===== config.mk =====
export PLATFORM = sky130hd
export DESIGN_NAME = bounded_deque_with_search
export DESIGN_NICKNAME = d
export VERILOG_FILES = /design/src/rtl/bdq_pkg.sv /design/src/rtl/bounded_deque_with_search.sv
export VERILOG_INCLUDE_DIRS = /design/src /design/src/rtl
export SDC_FILE = /design/constraint.sdc
export NUM_CORES = 1
export LEC_CHECK = 0
export BUFFER_PORTS_ARGS = -buffer_cell sky130_fd_sc_hd__buf_2
export CAP_MARGIN = 30
export CORE_UTILIZATION = 45
export DETAILED_ROUTE_END_ITERATION = 10
export PLACE_DENSITY_LB_ADDON = 0.15
export SYNTH_ARGS = -nofsm -noshare
export SYNTH_HDL_FRONTEND = slang
export SYNTH_SLANG_ARGS = --single-unit

===== constraint.sdc =====
create_clock -name clk -period 3.15 [get_ports clk]
set_clock_uncertainty 0.05 [all_clocks]
set_input_delay 0.1575 -clock clk [delete_from_list [all_inputs] [get_ports clk]]
set_output_delay 0.1575 -clock clk [all_outputs]
set_load 0.02 [all_outputs]

===== src/rtl/bounded_deque_with_search_defines.svh =====
// ----------------------------------------------------------------------------
// Assertion macros for the bounded deque block.
// All checks are clocked on clk and switched off while rst_n is low.
// ----------------------------------------------------------------------------
`ifndef BOUNDED_DEQUE_WITH_SEARCH_DEFINES_SVH
`define BOUNDED_DEQUE_WITH_SEARCH_DEFINES_SVH

// Same-cycle implication: cons must hold whenever ante holds.
`define BDQ_ASSERT_IMPL(label, ante, cons, msg) \
  label: assert property (@(posedge clk) disable iff (!rst_n) (ante) |-> (cons)) \
    else $error(msg);

// Next-cycle implication: cons must hold in the cycle after ante.
`define BDQ_ASSERT_NEXT(label, ante, cons, msg) \
  label: assert property (@(posedge clk) disable iff (!rst_n) (ante) |=> (cons)) \
    else $error(msg);

`endif


===== src/rtl/bdq_pkg.sv =====
// ----------------------------------------------------------------------------
// bdq_pkg
// Types, codes and ring helpers for the bounded deque with search.
// ----------------------------------------------------------------------------
`default_nettype none

package bdq_pkg;

  // Ring size and derived widths
  localparam int unsigned DEPTH  = 16;
  localparam int unsigned IDX_W  = $clog2(DEPTH);
  localparam int unsigned CNT_W  = $clog2(DEPTH + 1);
  localparam int unsigned SUM_W  = IDX_W + 1;
  localparam int unsigned WORD_W = 32;
  localparam int unsigned ACT_W  = 3;
  localparam int unsigned STAT_W = 2;

  typedef logic [IDX_W-1:0]         idx_t;
  typedef logic [CNT_W-1:0]         cnt_t;
  typedef logic signed [WORD_W-1:0] word_t;

  localparam cnt_t CNT_FULL = cnt_t'(DEPTH);
  localparam cnt_t CNT_ONE  = cnt_t'(1);
  localparam idx_t IDX_LAST = idx_t'(DEPTH - 1);

  // Request action codes
  typedef enum logic [ACT_W-1:0] {
    ACT_PUSH_FRONT = 3'd0,
    ACT_PUSH_BACK  = 3'd1,
    ACT_POP_FRONT  = 3'd2,
    ACT_POP_BACK   = 3'd3,
    ACT_SEARCH     = 3'd4
  } action_t;

  // Result status codes
  typedef enum logic [STAT_W-1:0] {
    STAT_DONE  = 2'd0,
    STAT_EMPTY = 2'd1,
    STAT_FULL  = 2'd2
  } status_t;

  // Control states
  typedef enum logic {
    ST_IDLE,
    ST_SEARCH
  } state_t;

  // Ring position of offset off from base, wrapped at DEPTH (off < DEPTH)
  function automatic idx_t ring_add(idx_t base, cnt_t off);
    logic [SUM_W-1:0] sum;
    sum = SUM_W'(base) + SUM_W'(off);
    if (sum >= SUM_W'(DEPTH)) begin
      sum = sum - SUM_W'(DEPTH);
    end
    return sum[IDX_W-1:0];
  endfunction

endpackage

`default_nettype wire


===== src/rtl/bounded_deque_with_search.sv =====
// ----------------------------------------------------------------------------
// bounded_deque_with_search
// Bounded double-ended queue of signed 32-bit words with a linear search.
// ----------------------------------------------------------------------------
// Usage:
//   Input channel (in_valid / in_stall, in_action, in_value) carries one
//   request: push front, push back, pop front, pop back or search. Every
//   request yields exactly one result on the output channel (out_valid /
//   out_stall, out_status, out_found).
//   Pushes, pops and unused codes complete in the accepting cycle; the
//   result appears in the output register in the cycle after acceptance.
//   A search reads the live entries from the entry memory through its
//   registered read port, one read per cycle, front to back, and stops at
//   the first hit; an empty queue answers at once, with no walk. The read
//   port register lies between each read and the compare of its word.
//   One request is in flight at a time; in_stall stays high during a search.
//   Reset (synchronous, rst_n low) empties the queue and drops any pending
//   result; stored words are not cleared, and no empty slot is ever read.
//   While out_stall holds a result, it stays in the output register and no
//   new request is accepted until that result is taken.
// ----------------------------------------------------------------------------
`default_nettype none

`include "bounded_deque_with_search_defines.svh"

module bounded_deque_with_search (
  input  wire logic                                 clk,
  input  wire logic                                 rst_n,
  input  wire logic                                 in_valid,
  output      logic                                 in_stall,
  input  wire logic [bdq_pkg::ACT_W-1:0]            in_action,
  input  wire logic signed [bdq_pkg::WORD_W-1:0]    in_value,
  output      logic                                 out_valid,
  input  wire logic                                 out_stall,
  output      logic [bdq_pkg::STAT_W-1:0]           out_status,
  output      logic                                 out_found
);

  // Entry memory and its registered read port
  bdq_pkg::word_t  mem [bdq_pkg::DEPTH];
  bdq_pkg::word_t  rd_data_r;

  // Control and queue state
  bdq_pkg::state_t state_r, state_nxt;
  bdq_pkg::idx_t   front_r, front_nxt;
  bdq_pkg::cnt_t   count_r, count_nxt;

  // Search walk
  bdq_pkg::cnt_t   rd_off_r, rd_off_nxt;
  logic            cmp_vld_r, cmp_vld_nxt;
  logic            hit_r, hit_nxt;
  bdq_pkg::word_t  word_r, word_nxt;

  // Output register
  logic            out_valid_r, out_valid_nxt;
  bdq_pkg::status_t out_status_r, out_status_nxt;
  logic            out_found_r, out_found_nxt;

  // Combinational helpers
  bdq_pkg::action_t act;
  logic            in_acc;
  logic            out_free;
  logic            found_now;
  logic            srch_done;
  logic            mem_re;
  logic            mem_we;
  bdq_pkg::idx_t   mem_waddr;
  bdq_pkg::idx_t   rd_addr;
  bdq_pkg::idx_t   front_dec;
  logic            res_load;
  bdq_pkg::status_t res_status;
  logic            res_found;

  assign act       = bdq_pkg::action_t'(in_action);
  assign in_acc    = in_valid && !in_stall;
  assign out_free  = !out_valid_r || !out_stall;
  assign found_now = hit_r || (cmp_vld_r && (rd_data_r == word_r));
  assign srch_done = found_now || ((rd_off_r == count_r) && !cmp_vld_r);
  assign rd_addr   = bdq_pkg::ring_add(front_r, rd_off_r);
  assign front_dec = (front_r == '0) ? bdq_pkg::IDX_LAST : front_r - 1'b1;

  // Next state
  always_comb begin
    state_nxt = state_r;
    unique case (state_r)
      bdq_pkg::ST_IDLE: begin
        if (in_acc && (act == bdq_pkg::ACT_SEARCH) && (count_r != '0)) begin
          state_nxt = bdq_pkg::ST_SEARCH;
        end
      end
      bdq_pkg::ST_SEARCH: begin
        if (srch_done && out_free) begin
          state_nxt = bdq_pkg::ST_IDLE;
        end
      end
    endcase
  end

  // State outputs: request stall and memory read issue
  always_comb begin
    in_stall = 1'b1;
    mem_re   = 1'b0;
    unique case (state_r)
      bdq_pkg::ST_IDLE: begin
        in_stall = !out_free;
      end
      bdq_pkg::ST_SEARCH: begin
        mem_re = !found_now && (rd_off_r < count_r);
      end
    endcase
  end

  // Queue update, search walk and result selection
  always_comb begin
    front_nxt   = front_r;
    count_nxt   = count_r;
    rd_off_nxt  = rd_off_r;
    cmp_vld_nxt = mem_re;
    hit_nxt     = hit_r;
    word_nxt    = word_r;
    mem_we      = 1'b0;
    mem_waddr   = front_dec;
    res_load    = 1'b0;
    res_status  = bdq_pkg::STAT_DONE;
    res_found   = 1'b0;

    if (in_acc) begin
      res_load = 1'b1;
      unique case (act)
        bdq_pkg::ACT_PUSH_FRONT: begin
          if (count_r == bdq_pkg::CNT_FULL) begin
            res_status = bdq_pkg::STAT_FULL;
          end else begin
            front_nxt = front_dec;
            mem_we    = 1'b1;
            mem_waddr = front_dec;
            count_nxt = count_r + 1'b1;
          end
        end
        bdq_pkg::ACT_PUSH_BACK: begin
          if (count_r == bdq_pkg::CNT_FULL) begin
            res_status = bdq_pkg::STAT_FULL;
          end else begin
            mem_we    = 1'b1;
            mem_waddr = bdq_pkg::ring_add(front_r, count_r);
            count_nxt = count_r + 1'b1;
          end
        end
        bdq_pkg::ACT_POP_FRONT: begin
          if (count_r == '0) begin
            res_status = bdq_pkg::STAT_EMPTY;
          end else begin
            front_nxt = bdq_pkg::ring_add(front_r, bdq_pkg::CNT_ONE);
            count_nxt = count_r - 1'b1;
          end
        end
        bdq_pkg::ACT_POP_BACK: begin
          if (count_r == '0) begin
            res_status = bdq_pkg::STAT_EMPTY;
          end else begin
            count_nxt = count_r - 1'b1;
          end
        end
        bdq_pkg::ACT_SEARCH: begin
          // Empty queue answers at once; otherwise start the walk
          word_nxt    = in_value;
          rd_off_nxt  = '0;
          hit_nxt     = 1'b0;
          cmp_vld_nxt = 1'b0;
          res_load    = (count_r == '0);
        end
        default: begin
          // Unused action codes: report done, change nothing
        end
      endcase
    end else if (state_r == bdq_pkg::ST_SEARCH) begin
      // Advance the walk one entry a cycle and keep any hit
      if (mem_re) begin
        rd_off_nxt = rd_off_r + 1'b1;
      end
      if (found_now) begin
        hit_nxt = 1'b1;
      end
      res_load  = srch_done && out_free;
      res_found = found_now;
    end

    // Output register: load a result, else drop it once taken
    if (res_load) begin
      out_valid_nxt  = 1'b1;
      out_status_nxt = res_status;
      out_found_nxt  = res_found;
    end else begin
      out_valid_nxt  = out_valid_r && out_stall;
      out_status_nxt = out_status_r;
      out_found_nxt  = out_found_r;
    end
  end

  // Entry memory: one write and one registered read per cycle
  always_ff @(posedge clk) begin
    if (mem_we) begin
      mem[mem_waddr] <= in_value;
    end
    if (mem_re) begin
      rd_data_r <= mem[rd_addr];
    end
  end

  // Control registers
  always_ff @(posedge clk) begin
    if (!rst_n) begin
      state_r     <= bdq_pkg::ST_IDLE;
      front_r     <= '0;
      count_r     <= '0;
      cmp_vld_r   <= 1'b0;
      hit_r       <= 1'b0;
      rd_off_r    <= '0;
      out_valid_r <= 1'b0;
    end else begin
      state_r     <= state_nxt;
      front_r     <= front_nxt;
      count_r     <= count_nxt;
      cmp_vld_r   <= cmp_vld_nxt;
      hit_r       <= hit_nxt;
      rd_off_r    <= rd_off_nxt;
      out_valid_r <= out_valid_nxt;
    end
  end

  // Payload registers
  always_ff @(posedge clk) begin
    word_r       <= word_nxt;
    out_status_r <= out_status_nxt;
    out_found_r  <= out_found_nxt;
  end

  assign out_valid  = out_valid_r;
  assign out_status = out_status_r;
  assign out_found  = out_found_r;

  // Checks
  `BDQ_ASSERT_IMPL(a_count_bound, 1'b1, count_r <= bdq_pkg::CNT_FULL, "entry count beyond depth")
  `BDQ_ASSERT_IMPL(a_walk_bound, state_r == bdq_pkg::ST_SEARCH, rd_off_r <= count_r, "search walked past the back")
  `BDQ_ASSERT_NEXT(a_search_hold, state_r == bdq_pkg::ST_SEARCH, $stable(count_r) && $stable(front_r), "queue changed during search")
  `BDQ_ASSERT_IMPL(a_found_done, out_valid_r && out_found_r, out_status_r == bdq_pkg::STAT_DONE, "found flag with bad status")

endmodule

`default_nettype wire

After elaboration in Yosys (flattened, before gate mapping)
Memories as Yosys holds them, arrays and structs flattened. A register that Yosys moved wholly into a read port is not among the register bits.
Cells that the tools add are included.
{"block": "totals", "regBits": 53, "mem_bits_rw": 512, "out_inout_bits": 5, "mem_count": 1}
{"block": "op_classes", "addsub": 10, "magnitude_cmp": 4, "n_eq_ne": 12, "n_mux": 40, "bitwise": 1, "n_reduce_logical": 34}
{"memory": "mem", "depth": 16, "width": 32, "read_ports": 1, "rd_clocked_by_memory_dff": 1, "write_ports": 1, "line": "bounded_deque_with_search.sv:40", "text": "bdq_pkg::word_t mem [bdq_pkg::DEPTH];"}
{"cell": "$mux 4", "count": 9}
{"cell": "$eq 32x32->1", "count": 1}
{"cell": "$mux 5", "count": 6}
{"cell": "$mux 1", "count": 20}
{"cell": "$sub 4x1->4 const B", "count": 4}
{"cell": "$ge 5x5->1 const B", "count": 3}
{"cell": "$add 4x5->5", "count": 2}
{"cell": "$add 5x1->5 const B", "count": 2}
{"cell": "$pmux 5 s2", "count": 1}
{"cell": "$reduce_bool 2->1", "count": 5}
{"cell": "$logic_and 1x1->1", "count": 8}
{"cell": "$ne 2x2->1 const B", "count": 4}
{"cell": "$pmux 4 s2", "count": 1}
{"cell": "$reduce_and 4->1", "count": 2}
{"cell": "$eq 3x2->1 const B", "count": 2}
{"cell": "$logic_not 1->1", "count": 6}
{"cell": "$reduce_and 3->1", "count": 2}
{"cell": "$reduce_or 2->1", "count": 3}
{"cell": "$add 4x1->5 const B", "count": 1}
{"cell": "$eq 5x5->1", "count": 1}
{"cell": "$eq 5x5->1 const B", "count": 1}
{"cell": "$logic_not 5->1", "count": 1}
{"cell": "$lt 5x5->1", "count": 1}
{"cell": "$reduce_bool 5->1", "count": 1}
{"cell": "12 further kinds", "count": 14}

Longest topological paths before layout
Gate-level depths: netlist (run 1).
{"block": "depth", "word_depth": 10, "depth_mapped": 9, "depth_no_buf": 9}

Worst setup path after synthesis (run 1)
OpenSTA, ideal clock, no wires.
{"block": "synth_timing", "kind": "register to register", "from": "reg count_r[0]", "to": "mem mem[0][0] in the netlist's numbering (enable)", "setup_time_ns": 0.421, "arrival_ns": 2.890, "setup_slack_ns": -0.211, "stages_incl_launch_ff": 7, "path_cell_list": "dfxtp_1 -> ha_1 -> fa_1 -> a21oi_1 -> nor2b_1 -> nand2_1 -> nor2_1"}
{"block": "synth_via", "elab_chain_cells": 6, "elab_cells_between_ends": 13, "cone_classes": "add/sub (2); order compare (1); eq/ne (1); mux (9)"}
{"element": "from (decl)", "line": "bounded_deque_with_search.sv:46", "text": "bdq_pkg::cnt_t count_r, count_nxt;"}
{"element": "from (signal assigned)", "line": "bounded_deque_with_search.sv:223", "text": "count_r <= count_nxt;"}
{"element": "$add 4x5->5 or $eq 5x5->1 (tied branches)", "line": "bdq_pkg.sv:51, bounded_deque_with_search.sv:131, bounded_deque_with_search.sv:141"}
{"element": "$sub 4x1->4, or another cell as far along", "line": "bdq_pkg.sv:53", "text": "sum = sum - SUM_W'(DEPTH);"}
{"element": "$mux 4 or $mux 1 (tied branches)"}
{"element": "$mux 4 or $mux 1 (tied branches)", "line": "bounded_deque_with_search.sv:141, bounded_deque_with_search.sv:127"}
{"element": "$mux 4 or $mux 1 (tied branches)"}
{"element": "$mux 4 or $mux 1 (tied branches)", "line": "bounded_deque_with_search.sv:127, bounded_deque_with_search.sv:203"}
{"element": "to (decl)", "line": "bounded_deque_with_search.sv:40"}
Parallel ways exist; a longest one is shown, timed or not.

Final worst setup path (run 1)
{"block": "layout_timing", "from": "reg rd_off_r[0]", "to": "reg rd_data_r[10] (read register of mem) (data pin)"}
{"block": "layout_via", "elab_chain_cells": 3, "elab_cells_between_ends": 7, "cone_classes": "add/sub (2); order compare (2); mux (2); reduce/logical (1)"}
{"element": "from (decl)", "line": "bounded_deque_with_search.sv:49", "text": "bdq_pkg::cnt_t rd_off_r, rd_off_nxt;"}
{"element": "from (signal assigned)", "line": "bounded_deque_with_search.sv:226", "text": "rd_off_r <= rd_off_nxt;"}
{"element": "$add 4x5->5 or $lt 5x5->1 (tied branches)", "line": "bdq_pkg.sv:51, bounded_deque_with_search.sv:108"}
{"element": "$sub 4x1->4, or another cell as far along", "line": "bdq_pkg.sv:53"}
{"element": "$mux 4 or $mux 1 (tied branches)", "line": "bdq_pkg.sv:52, bounded_deque_with_search.sv:103"}
{"element": "to (decl)", "line": "bounded_deque_with_search.sv:41", "text": "bdq_pkg::word_t rd_data_r;"}
Parallel ways exist; a longest one is shown, timed or not.
A chain may end at the register's enable or synchronous reset.

==> flow_summary.ini, run 1 <==
[cts]
post_cts_buffers = 0
cts_resized = 0
cts_tree = yes
htreeDepth = 2
clock_latency_ns = 0.63
cts-root-buf = clkbuf_16
cts_buffer_depth = 3
cts_sinks = 597
cts_buffers = 61
clk_pin_slew_ns = 0.07

[cells_and_area]
stdcell_count = 2052
fillCellCount = 4028
fin_area_sq_mm = 0.0275
areaGrowthSynthToFinish_pct = 17.3
nets = 1380
drive_gt1_share_pct = 25.4
fin_util_pct = 53.5
n_antenna_cell = 0

[worst_hold_path]
holdPathEnd = count_r[2]
hold_depth = 5
min_from = in_valid
hold_class = in -> reg

[logic_synthesis]
synth_top_area_cell = edfxtp_1
syn_inst = 1169
seq_area_frac_synth_pct = 75.8
syn-num-nets = 1228
synthArstFlopShare_pct = 0
synth_edf_count = 579
synth_top_area_share_pct = 74.3
yosys_warnings = 0
avgSynthCellArea_sq_um = 20.0
synth.most_common_cell = edfxtp_1
synth_seq_cells = 597
synth_commonest_cells = 579 x edfxtp_1, 128 x mux4_2, 83 x nand2_1, 36 x nor2_1, 35 x xor2_1
ys_types = 50
synth.cell_area_sq_mm = 0.0234
synth_ff_type = edfxtp_1
synth.area.top_cells = edfxtp_1 74%, mux4_2 12%, dfxtp_1 1.5%

[global_route]
grt_pass1_wl_mm = 75.2
grt_pass1_vias = 11700
grt_max_degree = 56
antenna_found_initial = 1
grt_usage_pct = 19.4
grt-ovfl-total = 0

[placed_design]
io_buffers = 43
placedCellCount = 1901
placed_area_sq_mm = 0.0252
routabilityCongestion = 0.783
post-dp-hpwl_mm = 26.9

[routing]
num_vias = 11400
ant_nets = 0
dr.pass1.iters = 7
met2WireLength_mm = 24.7
drtIter0Drc = 860
highest_layer = met5
vias_per_cell = 5.57
post_drt_wl_per_cell_um = 24.5
m1WireLength_mm = 22.5
drc = 0
wl_mm = 50.3
wl_met3_mm = 2.24

[critical_path]
cp-start-kind = register
path_cells = ha_4, inv_1, fa_4, buf_12, buf_12, mux4_2, and2_1, a211oi_1, a31oi_1
crit_path_frequent_cell = buf_12
r2r_end = rd_data_r[10]
crit_required_ns = 3.45
crit_fanout = 29
max_stage_delay_ns = 0.82
reg2regPathDepth = 9
end_kind = register
worstPathArrival_ns = 3.23
worst-r2r-setup-slack_ns = 0.21
path_class = reg -> reg
critPathSlowestCell = fa_4
r2r_start = rd_off_r[0]

[floorplanning]
die_h_um = 230
dieArea_sq_mm = 0.0529
rows = 83
die_x_um = 230
num_io_pins = 44
coreArea_sq_mm = 0.0513
start_util_pct = 45.6

[sta]
rsz0062_at_grt = no
relSlewSlack_pct = 60.6
period_needed_ns = 2.94
post-route-period-util_pct = 93.2
max_freq_ghz = 0.340
worstMarginPinSlew_ns = 0.591
final-hold-violation-count = 0
fin_tns_setup_ns = 0
maxSlewViolCount = 0
setup_violations = 0

[run_status]
outcome = completed

[power_and_ir_drop]
vdd_drop_max_uv = 466
leakagePower_nw = 8.82
power_mw = 16.6
powerDensity_mw_per_mm2 = 605

[run]
cap_violations = 0
-- sequential cells by signal, indices dropped and copies added (netlist names) --
signal and cells:
rd_off_r 5, front_r 4, word_r 32, hit_r 1
out_status 2, state_r 1, rd_data_r 32, out_found 1
count_r 5, cmp_vld_r 1, out_valid 1, mem 512
-- logic make-up after synthesis --
family / count (synthesis) / share of synthesized area (%)
DFF: 597 / 75.8
and+or+nand+nor: 194 / 3.91
muxes: 136 / 12.7
AOI/OAI and AO/OA: 109 / 3.36
buffers and inverters: 65 / 1.27
xor gates and xnor gates: 48 / 1.80
adders and majority gates: 20 / 1.17
-- critical path: cells and delay by family, from the launching register on --
family | cells | cell delay, ns
muxes | 1 | 0.31
adders and majority gates | 2 | 0.99
DFF | 1 | 0.43
and+or+nand+nor | 1 | 0.16
buffers and inverters | 3 | 0.43
AOI/OAI and AO/OA | 2 | 0.29
-- worst max path at each step --
stage / cells past startpoint / slack (ns) / start / end
floorplan: 6 / -0.21 / count_r[0] / mem[12][0]
global placement: 8 / 0.21 / rd_off_r[0] / rd_data_r[30]
detailed placement: 8 / 0.19 / rd_off_r[0] / rd_data_r[30]
CTS: 9 / 0.19 / rd_off_r[0] / rd_data_r[10]
global route: 9 / 0.05 / rd_off_r[0] / rd_data_r[13]
finish: 9 / 0.21 / rd_off_r[0] / rd_data_r[10]
-- metrics by stage --
stage	hold slack [ns]	worst slack [ns]
3_5_place_dp	0.402	0.188
4_1_cts	0.00943	0.189
2_1_floorplan	0.206	-0.211
6_report	0.0324	0.213
3_3_place_gp	0.395	0.208
5_1_grt	0.0844	0.0489
-- final cells by class --
class / instances / area (sq um) / area share [%]
Inverter: 14 / 52.6 / 0.191
Timing Repair Buffer: 140 / 1360 / 4.94
Clock buffer: 71 / 1560 / 5.70
Clock inverter: 43 / 339 / 1.24
Multi-Input combinational cell: 507 / 5540 / 20.2
Sequential cell: 597 / 17700 / 64.6
Tap cell: 680 / 851 / 3.10
-- repair_timing --
item	in CTS	in global routing
hold buffers	37	0
endpoints found under the setup margin	0	0
endpoints found under the hold margin	554	0
-- metal layers --
layer	up-vias	track usage, %
li1	5067	-
met1	6018	27.6
met2	262	31.7
met3	71	3.01
met4	2	4.74
met5	-	0
-- where the power goes --
part | total [mW] | switching [mW] | internal [mW]
registers | 8.82 | 0.0267 | 8.79
clock network | 6.85 | 2.97 | 3.87
logic | 0.935 | 0.536 | 0.399
total | 16.6 | 3.54 | 13.1
-- cell usage in the layout (no fill, tap or decap), types with 6 or more instances in the layout --
| cell type | count |
|---|---|
| and2_1 | 31 |
| nor2_1 | 20 |
| nand3_1 | 8 |
| clkinv_2 | 11 |
| buf_4 | 34 |
| ha_1 | 16 |
| nor4_1 | 9 |
| o211ai_1 | 6 |
| clkbuf_16 | 61 |
| nand2b_1 | 6 |
| a31oi_1 | 32 |
| xor2_1 | 34 |
| buf_2 | 43 |
| nor2b_1 | 6 |
| dlygate4sd3_1 | 37 |
| xnor2_1 | 11 |
| a21oi_1 | 14 |
| edfxtp_1 | 579 |
| a211oi_1 | 33 |
| nor2_4 | 17 |
| mux4_2 | 128 |
| dfxtp_1 | 18 |
| buf_12 | 25 |
| inv_1 | 12 |
| nand2_1 | 83 |
| clkinv_1 | 19 |
| clkbuf_1 | 10 |
Note: power is estimated with default switching activity, not from simulation.
==> run 2, diff against run 1 <==
Settings changed: MAX_ROUTING_LAYER set to met4.
==> flow_summary.ini, run 2 (synthesis gave the netlist of run 1 again) <==
[run_status]
outcome = completed

[critical_path]
path_class = reg -> reg
end_kind = register
crit_path_frequent_cell = buf_12
crit_required_ns = 3.45
max_stage_delay_ns = 0.82
worstPathArrival_ns = 3.24
cp-start-kind = register
critPathSlowestCell = fa_4
crit_fanout = 29
path_cells = ha_4, inv_1, fa_4, buf_12, buf_12, mux4_2, and2_1, a211oi_1, a31oi_1

[power_and_ir_drop]
p_int_mw = 13.1
swShare_pct = 21.3
vdd_drop_max_uv = 464
powerDensity_mw_per_mm2 = 605
seqPwrFrac_pct = 53.1
combPwrFrac_pct = 5.6
leakagePower_nw = 8.82
power.switching_mw = 3.55
clkPwrFrac_pct = 41.3

[cts]
htreeDepth = 2
cts_buffer_depth = 3
clock_latency_ns = 0.63
cts_sinks = 597
cts_tree = yes
cts-root-buf = clkbuf_16
clk_pin_slew_ns = 0.06
cts_buffers = 61

[sta]
final-hold-violation-count = 0
maxSlewViolCount = 0
max_freq_ghz = 0.340
whs_ns = 0.0317
rsz0062_at_grt = no
period_needed_ns = 2.94
setup_violations = 0
worstMarginPinSlew_ns = 0.593
post-route-period-util_pct = 93.2
relSlewSlack_pct = 60.5

[global_route]
antenna_found_initial = 1
grt_usage_pct = 20.1
grt_pass1_wl_mm = 75.2
grt_max_degree = 56
grt-ovfl-total = 0
grt_pass1_vias = 11700

[floorplanning]
die_x_um = 230
die_h_um = 230
num_io_pins = 44
dieArea_sq_mm = 0.0529
start_util_pct = 45.6
rows = 83
coreArea_sq_mm = 0.0513

[cells_and_area]
regMostFlops = mem
layout_common_cells = 579 x edfxtp_1, 128 x mux4_2, 83 x nand2_1
mostFrequentLayoutCell = edfxtp_1
fin_util_pct = 53.5
nets = 1380
drive_gt1_share_pct = 25.4
areaGrowthSynthToFinish_pct = 17.3
largestRegisters = mem x512, rd_data_r x32, word_r x32
largest_reg_flops = 512

[routing]
dr.pass1.iters = 7
post_drt_wl_per_cell_um = 24.6
drtIter0Drc = 867
num_vias = 11400
wl_mm = 50.5
ant_nets = 0
drc = 0
vias_per_cell = 5.56

[placed_design]
io_buffers = 43
post-dp-hpwl_mm = 26.9
routabilityCongestion = 0.794

[run]
cap_violations = 0

[worst_hold_path]
hold_class = in -> reg
run 2: changes by cell type in the layout (fill, tap and decap cells not counted), sizes merged:
cell	change
diode	+1
run 2: final timing paths:
path | startpoint | slack [ns] | cells past startpoint | endpoint
min | in_valid | 0.03 | 5 | count_r[2]
max | rd_off_r[0] | 0.21 | 9 | rd_data_r[10]
min reg2reg | hit_r | 0.46 | 2 | hit_r
max reg2reg | rd_off_r[0] | 0.21 | 9 | rd_data_r[10]
run 2: timing repair:
| action | in CTS | in global routing |
|---|---|---|
| gates resized for setup | 0 | 0 |
| buffers inserted | 0 | 0 |
| hold buffers | 37 | 0 |
| endpoints found under the hold margin | 554 | 0 |
run 2: through the flow:
step | total power [mW] | TNS [ns] | std cells | setup WS, ns | area [sq um]
final | 16.6 | 0 | 2053 | 0.213 | 27500
after global routing | 17.1 | 0 | 2053 | 0.0489 | 27500
after CTS | 16.8 | 0 | 2052 | 0.189 | 27500
after detailed placement | 9.90 | 0 | 1901 | 0.188 | 25200
after global placement | 9.89 | 0 | 1900 | 0.208 | 25200
after floorplan | 9.54 | -40.15 | 1169 | -0.211 | 23400
run 2: routing by layer:
| metal | vias to the layer above | part of all wire [%] | track usage (%) |
|---|---|---|---|
| li1 | 5071 | - | - |
| met1 | 6022 | 45 | 27.6 |
| met2 | 257 | 49 | 31.7 |
| met3 | 74 | 4.3 | 3.04 |
| met4 | 0 | 1.8 | 4.74 |
| met5 | - | 0 | - |
run 2: power groups by stage:
stage	Clock [mW]	Combinational, mW	Sequential, mW
final	6.86	0.937	8.82
after global placement	0	0.902	8.98
after floorplan	0	0.551	8.99
after global routing	7.30	1.02	8.82
after CTS	7.01	0.954	8.82
after detailed placement	0	0.915	8.99
run 2: critical path: cells and delay by family (launching register included):
| kind | cells | cell delay (ns) |
|---|---|---|
| AO/OA/AOI/OAI | 2 | 0.29 |
| adder cells (fa/ha/maj) | 2 | 0.99 |
| buffers and inverters | 3 | 0.42 |
| flip-flops | 1 | 0.44 |
| multiplexers | 1 | 0.31 |
| AND/OR/NAND/NOR | 1 | 0.16 |
run 2: area by class of cell:
class                   count  area (sq um)
fillers                  4028         23800
multi-input cells         507          5540
repair buffers            140          1360
diodes                      1          2.50
inverters                  14          52.6
clock buffers              71          1560
flip-flops and latches    597         17700
well taps                 680           851
clock inverters            43           339
